$ cat src/sv/obd_pkg.sv
// ----------------------------------------------------------------------------
// OBD response line decoder package
// Shared codes, widths and the record passed from the parser to the scaler.
// ----------------------------------------------------------------------------
`default_nettype none

package obd_pkg;

    localparam int RAW_W    = 32;
    localparam int SCALED_W = 41;
    localparam int CODE_W   = 3;

    // Signal codes; the two highest codes are only used inside the parser.
    localparam logic [CODE_W-1:0] SIG_RPM          = 3'd0;
    localparam logic [CODE_W-1:0] SIG_SPEED        = 3'd1;
    localparam logic [CODE_W-1:0] SIG_COOLANT      = 3'd2;
    localparam logic [CODE_W-1:0] SIG_INTAKE       = 3'd3;
    localparam logic [CODE_W-1:0] SIG_THROTTLE     = 3'd4;
    localparam logic [CODE_W-1:0] SIG_MANIFOLD     = 3'd5;
    localparam logic [CODE_W-1:0] PID_ZERO_PENDING = 3'd6;
    localparam logic [CODE_W-1:0] PID_NONE         = 3'd7;

    // Number of base-256 folding steps in the divide-by-255 pipeline.
    localparam int NSTEP = 4;

    typedef struct packed {
        logic [CODE_W-1:0] code;
        logic [RAW_W-1:0]  raw;
    } line_t;

endpackage

`default_nettype wire

$ cat src/sv/obd_byte_if.sv
// ----------------------------------------------------------------------------
// Received byte channel
// Valid/ready channel carrying one ASCII character per beat.
// ----------------------------------------------------------------------------
`default_nettype none

interface obd_byte_if;
    logic       valid;
    logic       ready;
    logic [7:0] rx_byte;

    modport source (output valid, output rx_byte, input ready);
    modport sink   (input valid, input rx_byte, output ready);
endinterface

`default_nettype wire

$ cat src/sv/obd_result_if.sv
// ----------------------------------------------------------------------------
// Decoded result channel
// Valid/ready channel carrying one decoded quantity per beat.
// ----------------------------------------------------------------------------
`default_nettype none

interface obd_result_if;
    logic               valid;
    logic               ready;
    logic [2:0]         signal_code;
    logic signed [40:0] scaled_value;
    logic signed [31:0] raw_value;

    modport source (output valid, output signal_code, output scaled_value,
                    output raw_value, input ready);
    modport sink   (input valid, input signal_code, input scaled_value,
                    input raw_value, output ready);
endinterface

`default_nettype wire

$ cat src/sv/obd_line_parser.sv
// ----------------------------------------------------------------------------
// OBD line parser
// Tokenises the character stream and registers one record per valid line.
// ----------------------------------------------------------------------------
`default_nettype none

module obd_line_parser
    import obd_pkg::*;
(
    input  wire logic   clk,
    input  wire logic   rst_n,
    obd_byte_if.sink    rx,
    output line_t       line,
    output logic        line_valid,
    input  wire logic   line_ready
);

    localparam logic [7:0] CH_CR    = 8'h0D;
    localparam logic [7:0] CH_TAB   = 8'h09;
    localparam logic [7:0] CH_LF    = 8'h0A;
    localparam logic [7:0] CH_VT    = 8'h0B;
    localparam logic [7:0] CH_FF    = 8'h0C;
    localparam logic [7:0] CH_SPACE = 8'h20;

    logic [1:0]        token_index_reg, token_index_next;
    logic              in_token_reg, in_token_next;
    logic [3:0]        char_pos_reg, char_pos_next;
    logic              header_ok_reg, header_ok_next;
    logic [CODE_W-1:0] pid_reg, pid_next;
    logic [RAW_W-1:0]  acc_reg, acc_next;
    logic [RAW_W-1:0]  line_value_reg, line_value_next;
    logic              line_bad_reg, line_bad_next;
    logic              line_valid_reg, line_valid_next;
    line_t             line_reg, line_next;

    logic [7:0] c;
    logic       accept;
    logic       is_sep;
    logic       emit;
    logic [4:0] hex;

    function automatic logic [4:0] hex_digit(input logic [7:0] ch);
        logic [4:0] r;
        r = 5'b0_0000;
        if (ch >= "0" && ch <= "9") r = {1'b1, 4'(ch - "0")};
        else if (ch >= "A" && ch <= "F") r = {1'b1, 4'(ch - "A" + 8'd10)};
        else if (ch >= "a" && ch <= "f") r = {1'b1, 4'(ch - "a" + 8'd10)};
        return r;
    endfunction

    assign c        = rx.rx_byte;
    assign rx.ready = !line_valid_reg || line_ready;
    assign accept   = rx.valid && rx.ready;
    assign is_sep   = (c == CH_TAB) || (c == CH_LF) || (c == CH_VT) ||
                      (c == CH_FF) || (c == CH_SPACE);
    assign hex      = hex_digit(c);

    always_comb
    begin
        token_index_next = token_index_reg;
        in_token_next    = in_token_reg;
        char_pos_next    = char_pos_reg;
        header_ok_next   = header_ok_reg;
        pid_next         = pid_reg;
        acc_next         = acc_reg;
        line_value_next  = line_value_reg;
        line_bad_next    = line_bad_reg;
        emit             = 1'b0;
        line_next        = line_reg;

        if (accept)
        begin
            if ((c == CH_CR || is_sep) && in_token_reg)
            begin
                if (token_index_reg == 2'd1)
                begin
                    if (char_pos_reg != 4'd2) header_ok_next = 1'b0;
                end
                else if (token_index_reg == 2'd2)
                begin
                    if (char_pos_reg != 4'd2) pid_next = PID_NONE;
                end
                else
                begin
                    if (acc_reg[RAW_W-1]) line_bad_next = 1'b1;
                    line_value_next = {line_value_reg[RAW_W-9:0], acc_reg[7:0]};
                end
                in_token_next = 1'b0;
            end

            if (c == CH_CR)
            begin
                emit = (token_index_next == 2'd3) && header_ok_next && !line_bad_next &&
                       (pid_next <= SIG_MANIFOLD);
                line_next.code   = pid_next;
                line_next.raw    = line_value_next;
                token_index_next = 2'd0;
                in_token_next    = 1'b0;
                char_pos_next    = 4'd0;
                header_ok_next   = 1'b1;
                pid_next         = PID_NONE;
                acc_next         = '0;
                line_value_next  = '0;
                line_bad_next    = 1'b0;
            end
            else if (!is_sep)
            begin
                if (!in_token_reg)
                begin
                    in_token_next = 1'b1;
                    if (token_index_reg != 2'd3) token_index_next = token_index_reg + 2'd1;
                    char_pos_next = 4'd0;
                    acc_next      = '0;
                end

                if (token_index_next == 2'd1)
                begin
                    if (char_pos_next == 4'd0)
                    begin
                        if (c != "4") header_ok_next = 1'b0;
                    end
                    else if (char_pos_next == 4'd1)
                    begin
                        if (c != "1") header_ok_next = 1'b0;
                    end
                    else
                    begin
                        header_ok_next = 1'b0;
                    end
                end
                else if (token_index_next == 2'd2)
                begin
                    if (char_pos_next == 4'd0)
                    begin
                        if (c == "0") pid_next = PID_ZERO_PENDING;
                        else if (c == "1") pid_next = SIG_THROTTLE;
                        else pid_next = PID_NONE;
                    end
                    else if (char_pos_next == 4'd1)
                    begin
                        if (pid_reg == PID_ZERO_PENDING)
                        begin
                            case (c)
                                "C":     pid_next = SIG_RPM;
                                "D":     pid_next = SIG_SPEED;
                                "5":     pid_next = SIG_COOLANT;
                                "F":     pid_next = SIG_INTAKE;
                                "B":     pid_next = SIG_MANIFOLD;
                                default: pid_next = PID_NONE;
                            endcase
                        end
                        else if (pid_reg == SIG_THROTTLE)
                        begin
                            if (c != "1") pid_next = PID_NONE;
                        end
                        else
                        begin
                            pid_next = PID_NONE;
                        end
                    end
                    else
                    begin
                        pid_next = PID_NONE;
                    end
                end
                else
                begin
                    if (!hex[4] || char_pos_next >= 4'd8) line_bad_next = 1'b1;
                    else acc_next = {acc_next[RAW_W-5:0], hex[3:0]};
                end

                if (char_pos_next < 4'd9) char_pos_next = char_pos_next + 4'd1;
            end
        end
    end

    assign line_valid_next = (line_valid_reg && !line_ready) || emit;

    always_ff @(posedge clk or negedge rst_n)
    begin
        if (!rst_n)
        begin
            token_index_reg <= 2'd0;
            in_token_reg    <= 1'b0;
            char_pos_reg    <= 4'd0;
            header_ok_reg   <= 1'b1;
            pid_reg         <= PID_NONE;
            acc_reg         <= '0;
            line_value_reg  <= '0;
            line_bad_reg    <= 1'b0;
            line_valid_reg  <= 1'b0;
        end
        else
        begin
            token_index_reg <= token_index_next;
            in_token_reg    <= in_token_next;
            char_pos_reg    <= char_pos_next;
            header_ok_reg   <= header_ok_next;
            pid_reg         <= pid_next;
            acc_reg         <= acc_next;
            line_value_reg  <= line_value_next;
            line_bad_reg    <= line_bad_next;
            line_valid_reg  <= line_valid_next;
        end
    end

    always_ff @(posedge clk)
    begin
        if (emit) line_reg <= line_next;
    end

    assign line       = line_reg;
    assign line_valid = line_valid_reg;

endmodule

`default_nettype wire

$ cat src/sv/obd_scaler.sv
// ----------------------------------------------------------------------------
// OBD value scaler
// Pipelined conversion of a line record to its Q.8 engineering value.
// ----------------------------------------------------------------------------
`default_nettype none

module obd_scaler
    import obd_pkg::*;
(
    input  wire logic   clk,
    input  wire logic   rst_n,
    input  wire line_t  line,
    input  wire logic   line_valid,
    output logic        line_ready,
    obd_result_if.source res
);

    localparam int PROD_W = 38;
    localparam int QUOT_W = 30;

    typedef struct packed {
        logic [CODE_W-1:0]   code;
        logic [RAW_W-1:0]    raw;
        logic                neg;
        logic [PROD_W-1:0]   prod;
        logic [PROD_W-1:0]   rem;
        logic [QUOT_W-1:0]   quot;
        logic [SCALED_W-1:0] direct;
    } work_t;

    work_t               st_reg [NSTEP+1];
    work_t               st_next [NSTEP+1];
    logic [NSTEP:0]      st_valid_reg;
    logic [NSTEP+1:0]    ld;
    logic                out_valid_reg;
    logic [CODE_W-1:0]   out_code_reg;
    logic [SCALED_W-1:0] out_scaled_reg, out_scaled_next;
    logic [RAW_W-1:0]    out_raw_reg;

    logic [RAW_W-1:0]    mag_in;
    logic [RAW_W:0]      less40;
    logic [QUOT_W-1:0]   quot_fin;
    logic [PROD_W-1:0]   mag_fin;

    function automatic work_t fold_step(input work_t w);
        work_t r;
        r      = w;
        r.rem  = PROD_W'(w.rem[PROD_W-1:8]) + PROD_W'(w.rem[7:0]);
        r.quot = w.quot + QUOT_W'(w.rem[PROD_W-1:8]);
        return r;
    endfunction

    always_comb
    begin
        ld[NSTEP+1] = !out_valid_reg || res.ready;
        for (int k = NSTEP; k >= 0; k--)
        begin
            ld[k] = !st_valid_reg[k] || ld[k+1];
        end
    end

    assign line_ready = ld[0];

    assign mag_in = line.raw[RAW_W-1] ? (~line.raw + 32'd1) : line.raw;
    assign less40 = {line.raw[RAW_W-1], line.raw} - 33'd40;

    always_comb
    begin
        st_next[0].code = line.code;
        st_next[0].raw  = line.raw;
        st_next[0].neg  = line.raw[RAW_W-1];
        st_next[0].prod = PROD_W'(mag_in) * PROD_W'(7'd100);
        st_next[0].rem  = PROD_W'(mag_in) * PROD_W'(7'd100);
        st_next[0].quot = '0;
        case (line.code)
            SIG_RPM:     st_next[0].direct = {{3{line.raw[RAW_W-1]}}, line.raw, 6'b0};
            SIG_COOLANT,
            SIG_INTAKE:  st_next[0].direct = {less40, 8'b0};
            default:     st_next[0].direct = {line.raw[RAW_W-1], line.raw, 8'b0};
        endcase
        for (int k = 1; k <= NSTEP; k++)
        begin
            st_next[k] = fold_step(st_reg[k-1]);
        end
    end

    assign quot_fin = st_reg[NSTEP].quot + QUOT_W'(st_reg[NSTEP].rem >= PROD_W'(255));
    assign mag_fin  = st_reg[NSTEP].prod + PROD_W'(quot_fin);

    always_comb
    begin
        if (st_reg[NSTEP].code == SIG_THROTTLE)
        begin
            if (st_reg[NSTEP].neg) out_scaled_next = -SCALED_W'(mag_fin);
            else out_scaled_next = SCALED_W'(mag_fin);
        end
        else
        begin
            out_scaled_next = st_reg[NSTEP].direct;
        end
    end

    always_ff @(posedge clk or negedge rst_n)
    begin
        if (!rst_n)
        begin
            st_valid_reg  <= '0;
            out_valid_reg <= 1'b0;
        end
        else
        begin
            if (ld[0]) st_valid_reg[0] <= line_valid;
            for (int k = 1; k <= NSTEP; k++)
            begin
                if (ld[k]) st_valid_reg[k] <= st_valid_reg[k-1];
            end
            if (ld[NSTEP+1]) out_valid_reg <= st_valid_reg[NSTEP];
        end
    end

    always_ff @(posedge clk)
    begin
        for (int k = 0; k <= NSTEP; k++)
        begin
            if (ld[k]) st_reg[k] <= st_next[k];
        end
        if (ld[NSTEP+1])
        begin
            out_code_reg   <= st_reg[NSTEP].code;
            out_scaled_reg <= out_scaled_next;
            out_raw_reg    <= st_reg[NSTEP].raw;
        end
    end

    assign res.valid        = out_valid_reg;
    assign res.signal_code  = out_code_reg;
    assign res.scaled_value = out_scaled_reg;
    assign res.raw_value    = out_raw_reg;

endmodule

`default_nettype wire

$ cat src/sv/obd_response_line_decoder.sv
// ----------------------------------------------------------------------------
// OBD response line decoder
// Decodes mode 01 response lines from a character stream into scaled values.
// ----------------------------------------------------------------------------
// The rx channel takes one ASCII character per beat; a carriage return closes
// the line. The res channel gives one beat per accepted line with a known
// PID: the signal code, the value in signed Q.8 and the assembled raw bytes.
// A character is taken in every cycle while the line register is free, so the
// sustained rate is one beat per cycle. The result reaches res after the
// carriage return beat passes the line register, the multiply stage, the
// four divide-by-255 folding stages and then the output register. Each stage
// holds its beat while the next one is full, so a stall on res fills the
// pipeline before rx ready falls, and nothing is dropped. Reset clears the
// tokeniser to the start of a line and empties the pipeline.
// ----------------------------------------------------------------------------
`default_nettype none

module obd_response_line_decoder
    import obd_pkg::*;
(
    input  wire logic    clk,
    input  wire logic    rst_n,
    obd_byte_if.sink     rx,
    obd_result_if.source res
);

    line_t line;
    logic  line_valid;
    logic  line_ready;

    obd_line_parser u_parser (
        .clk        (clk),
        .rst_n      (rst_n),
        .rx         (rx),
        .line       (line),
        .line_valid (line_valid),
        .line_ready (line_ready)
    );

    obd_scaler u_scaler (
        .clk        (clk),
        .rst_n      (rst_n),
        .line       (line),
        .line_valid (line_valid),
        .line_ready (line_ready),
        .res        (res)
    );

endmodule

`default_nettype wire
$ cat src/flat_wrapper.sv
// flat-port wrapper written by rule: the top's interface ports become plain ports
module obd_response_line_decoder_flat import obd_pkg::*;
  (clk, rst_n, rx_valid, rx_rx_byte, rx_ready, res_valid, res_signal_code, res_scaled_value, res_raw_value, res_ready);
  obd_byte_if rx_i ();
  obd_result_if res_i ();
  input  wire logic clk;
  input  wire logic rst_n;
  input wire logic [$bits(rx_i.valid)-1:0] rx_valid;
  input wire logic [$bits(rx_i.rx_byte)-1:0] rx_rx_byte;
  output wire logic [$bits(rx_i.ready)-1:0] rx_ready;
  output wire logic [$bits(res_i.valid)-1:0] res_valid;
  output wire logic [$bits(res_i.signal_code)-1:0] res_signal_code;
  output wire logic [$bits(res_i.scaled_value)-1:0] res_scaled_value;
  output wire logic [$bits(res_i.raw_value)-1:0] res_raw_value;
  input wire logic [$bits(res_i.ready)-1:0] res_ready;
  assign rx_i.valid = rx_valid;
  assign rx_i.rx_byte = rx_rx_byte;
  assign rx_ready = rx_i.ready;
  assign res_valid = res_i.valid;
  assign res_signal_code = res_i.signal_code;
  assign res_scaled_value = res_i.scaled_value;
  assign res_raw_value = res_i.raw_value;
  assign res_i.ready = res_ready;
  obd_response_line_decoder u_core (.clk(clk), .rst_n(rst_n), .rx(rx_i), .res(res_i));
endmodule
$ cat config.mk
export PLATFORM = sky130hd
export DESIGN_NAME = obd_response_line_decoder_flat
export DESIGN_NICKNAME = d
export VERILOG_FILES = /design/src/sv/obd_pkg.sv /design/src/sv/obd_byte_if.sv /design/src/sv/obd_result_if.sv /design/src/sv/obd_line_parser.sv /design/src/sv/obd_scaler.sv /design/src/sv/obd_response_line_decoder.sv /design/src/flat_wrapper.sv
export SDC_FILE = /design/constraint.sdc
export NUM_CORES = 1
export LEC_CHECK = 0
export ABC_AREA = 1
export ABC_CLOCK_PERIOD_IN_PS = 21800
export BUFFER_PORTS_ARGS = -buffer_cell sky130_fd_sc_hd__buf_2
export CORE_MARGIN = 5
export CORE_UTILIZATION = 56
export CTS_CLUSTER_DIAMETER = 30
export DETAILED_ROUTE_END_ITERATION = 10
export MAX_ROUTING_LAYER = met4
export PLACE_DENSITY = 0.72
export SLEW_MARGIN = 20
export SYNTH_ARGS = -nofsm -noshare
export SYNTH_HDL_FRONTEND = slang
export SYNTH_SLANG_ARGS = --single-unit
export TNS_END_PERCENT = 20
$ cat constraint.sdc
create_clock -name clk -period 21.8 [get_ports clk]
set_input_delay 4.36 -clock clk [delete_from_list [all_inputs] [get_ports clk]]
set_output_delay 4.36 -clock clk [all_outputs]
set_load 0.01 [all_outputs]
==> results by group <==
Synth
  – Synth Register Bits: 865
  – Synthesized instance count: 3941
  – Sequential share of the synthesized area: 59.9%
  – Main synth FF type: edfxtp_1
  – Syn Area/Cell: 10.9 um^2
  – Ys Warns: 0
  – Async SR Flop Fraction: 7.51%
  – Post-synth EDFFs: 800
  – Mapped Area: 42800 um^2
  – Number of library cell types mapped by synthesis: 60
  – Syn_nets: 4203

Finish
  – Area Overhead vs Synth: 14.9%
  – Diodes inserted: 0
  – Number of nets in the layout: 4407
  – Share of layout cells above drive strength 1: 11.2%
  – Final Cell Area: 49200 um^2
  – Max FFs per register: 689

Clock network
  – Hold_buf cts: 0
  – Post-CTS Setup Bufs: 0
  – Skew-Pair Late Insertion Delay: 710 ps
  – Clk buf depth: 3
  – CTS H-tree depth: 4
  – Clock Sink Count: 865
  – Clock tree root driver cell: clkbuf_16
  – Gates resized, CTS repair: 0
  – CTS Buf Count: 141
  – CTS tree: done
  – Clock Pin Slew Worst Setup and Hold Paths: 50 ps

Global route
  – Global-route wire length before repair: 154 mm
  – Largest net degree at the start of global routing: 80
  – Initial antenna violation count: 2
  – Gr ovfl total: 0
  – Number of global-route vias before repair: 28000
  – Total GRT Usage: 24.9%

Power and ir drop
  – Sw frac: 22.1%
  – Clock group share of total power: 52.1%
  – Psw: 0.921 mW
  – Worst vdd ir: 0.0845 mV
  – Pwr/cell area: 84.7 nW/um^2
  – Seq pwr share: 44.3%
  – Logic pwr share: 3.6%
  – Power Internal: 3.25 mW
  – Total design power: 4.17 mW
  – Lkg Pwr: 21.8 nW

Hold path
  – Worst hold path class: flip-flop to flip-flop

Worst setup path
  – Worst-path cell chain: buf_2 > nor2_1 > clkinv_2 > nor2_2 > inv_6 > nor2_1 > inv_6 > nor2_2 > inv_6 > nor2_1 > inv_4 > nor2_4 > nand2_2 > buf_2
  – Slowest CP cell: inv_4
  – Crit Path Max Fanout: 79
  – Crit path required time: 17440 ps
  – Largest stage delay, worst path: 710 ps
  – Crit end category: primary output
  – Critical path launch point type: input port
  – Arr. time, crit path: 8130 ps
  – Crit path kind: input port to primary output

Timing
  – TNS Setup: 0 ps
  – Final hold vios: 0
  – Worst Max-Slew Pin Slew: 1010 ps
  – RSZ-0062 raised after global routing: no
  – Fmax: 80.1 MHz
  – Max-slew violations: 0
  – Final Skew: 34.2 ps
  – Final period util: 57.3%
  – Period minus WS final: 12490 ps
  – Final Setup Violations: 0
  – Hold_ws: 394 ps
  – Slew headroom: 32.5%

Drt
  – Vias per cell: 5.33
  – Routed Antenna Nets: 0
  – DR WL/cell: 18.6 um
  – Number of remaining DRC errors: 0
  – DRT Pass-1 Iters: 6
  – Via count: 28200
  – Iter 0 DRT Violations: 2108
  – Drt total wl: 98.4 mm

Die
  – Die Area: 82100 um^2
  – Core ar.: 75900 um^2
  – I/O pin total: 90
  – Die height: 287 um
  – Initial Util: 56.4%
  – Site Rows: 101
  – Die W: 287 um

Placed design
  – Placed Area: 44500 um^2
  – Global placement routability congestion: 0.960
  – Port bufs: 89
  – Post-DP HPWL: 72.8 mm

Job
  – Max-Cap Viols: 0

Status
  – Status: finished clean
-- cell usage in the layout, fill, tap and decap left out, types with 143 or more instances in the layout --
master | netlist | routed
o21ai_0 | 161 | 161
nand3_1 | 175 | 175
nor2_1 | 244 | 243
ha_1 | 218 | 218
a21oi_1 | 165 | 165
edfxtp_1 | 800 | 800
inv_1 | 581 | 579
nand2_1 | 782 | 780
clkbuf_16 | 0 | 143
xor2_1 | 171 | 171
-- final cells by class --
class | instances | area (um^2)
clock buffer | 154 | 3620
multi-input combinational | 2420 | 14700
timing repair buffer | 103 | 551
sequential | 865 | 25700
inverter | 614 | 2330
clock inverter | 106 | 1110
tap | 1030 | 1290
fill | 5673 | 26700
-- critical path, delay by kind of cell --
family                 cells  cell delay (ps)
AND/OR/NAND/NOR            7              840
buffers and inverters      7             2880
-- power groups by stage --
stage | Sequential (mW) | Combinational [mW] | Clock, mW
detailed placement | 1.88 | 0.147 | 0
floorplan | 1.87 | 0.111 | 0
finish | 1.85 | 0.149 | 2.17
global route | 1.85 | 0.170 | 2.30
CTS | 1.85 | 0.148 | 2.21
global placement | 1.88 | 0.143 | 0
-- logic make-up after synthesis --
logic type	synth area share [%]
fa+ha+maj	7.86
buf+inv	5.91
compound gates	6.63
flops	59.9
simple gates	14.5
xor+xnor	5.23
-- synth_stat cells, types with 5 or more instances --
master,count,share of area [%]
edfxtp_1,800,56
nand2_1,782,6.9
inv_1,581,5.1
nor2_1,244,2.1
ha_1,218,6.4
nand3_1,175,2.0
xor2_1,171,3.5
a21oi_1,165,1.9
o21ai_0,161,1.9
xnor2_1,85,1.7
dfrtp_1,61,3.6
nand4_1,47,0.69
nor3_1,47,0.55
o22ai_1,37,0.54
fa_1,32,1.5
inv_2,31,0.27
o21ai_1,29,0.34
nor2_2,28,0.41
o221ai_1,27,0.55
nand2_2,26,0.38
clkbuf_1,23,0.20
nor4_1,15,0.22
nand3_2,14,0.33
a31oi_1,13,0.19
nor3_2,11,0.26
o211ai_1,10,0.18
nor2_4,9,0.24
o21bai_1,9,0.16
buf_2,8,0.093
buf_6,8,0.21
o21a_1,8,0.14
a21o_1,6,0.11
nand3b_1,6,0.11
a32o_1,5,0.12
-- final timing paths --
kind	start	endpoint	slack, ps	depth (start not counted)
setup reg to reg	u_core.u_parser.line[3]	u_core.u_scaler.st_reg[0][142]	15880	24
setup / recovery	res_ready	rx_ready	9310	14
hold reg to reg	u_core.u_scaler.st_reg[0][117]	u_core.u_scaler.st_reg[0][300]	390	0
max in group asynchronous	rst_n	u_core.u_scaler.st_valid_reg[4]	17370	2
min in group asynchronous	rst_n	u_core.u_parser.line_value_reg[21]	3860	2
hold / removal	u_core.u_scaler.st_reg[0][117]	u_core.u_scaler.st_reg[0][300]	390	0
-- layer usage --
layer | up-vias | track usage (%) | routed length [um]
li1 | 13900 | - | -
met1 | 13300 | 30.0 | 39500
met2 | 804 | 41.8 | 49300
met3 | 202 | 4.33 | 5140
met4 | 0 | 10.9 | 4500
met5 | - | - | 0
-- stage by stage --
stage	std cells	utilization [%]	worst slack (ps)
3_3_place_gp	5032	58.6	9120
2_1_floorplan	3941	-	3810
6_report	5292	64.8	9310
4_1_cts	5292	64.8	8980
5_1_grt	5292	64.8	8860
3_5_place_dp	5032	58.6	8990
(Power assumes the default switching activity.)
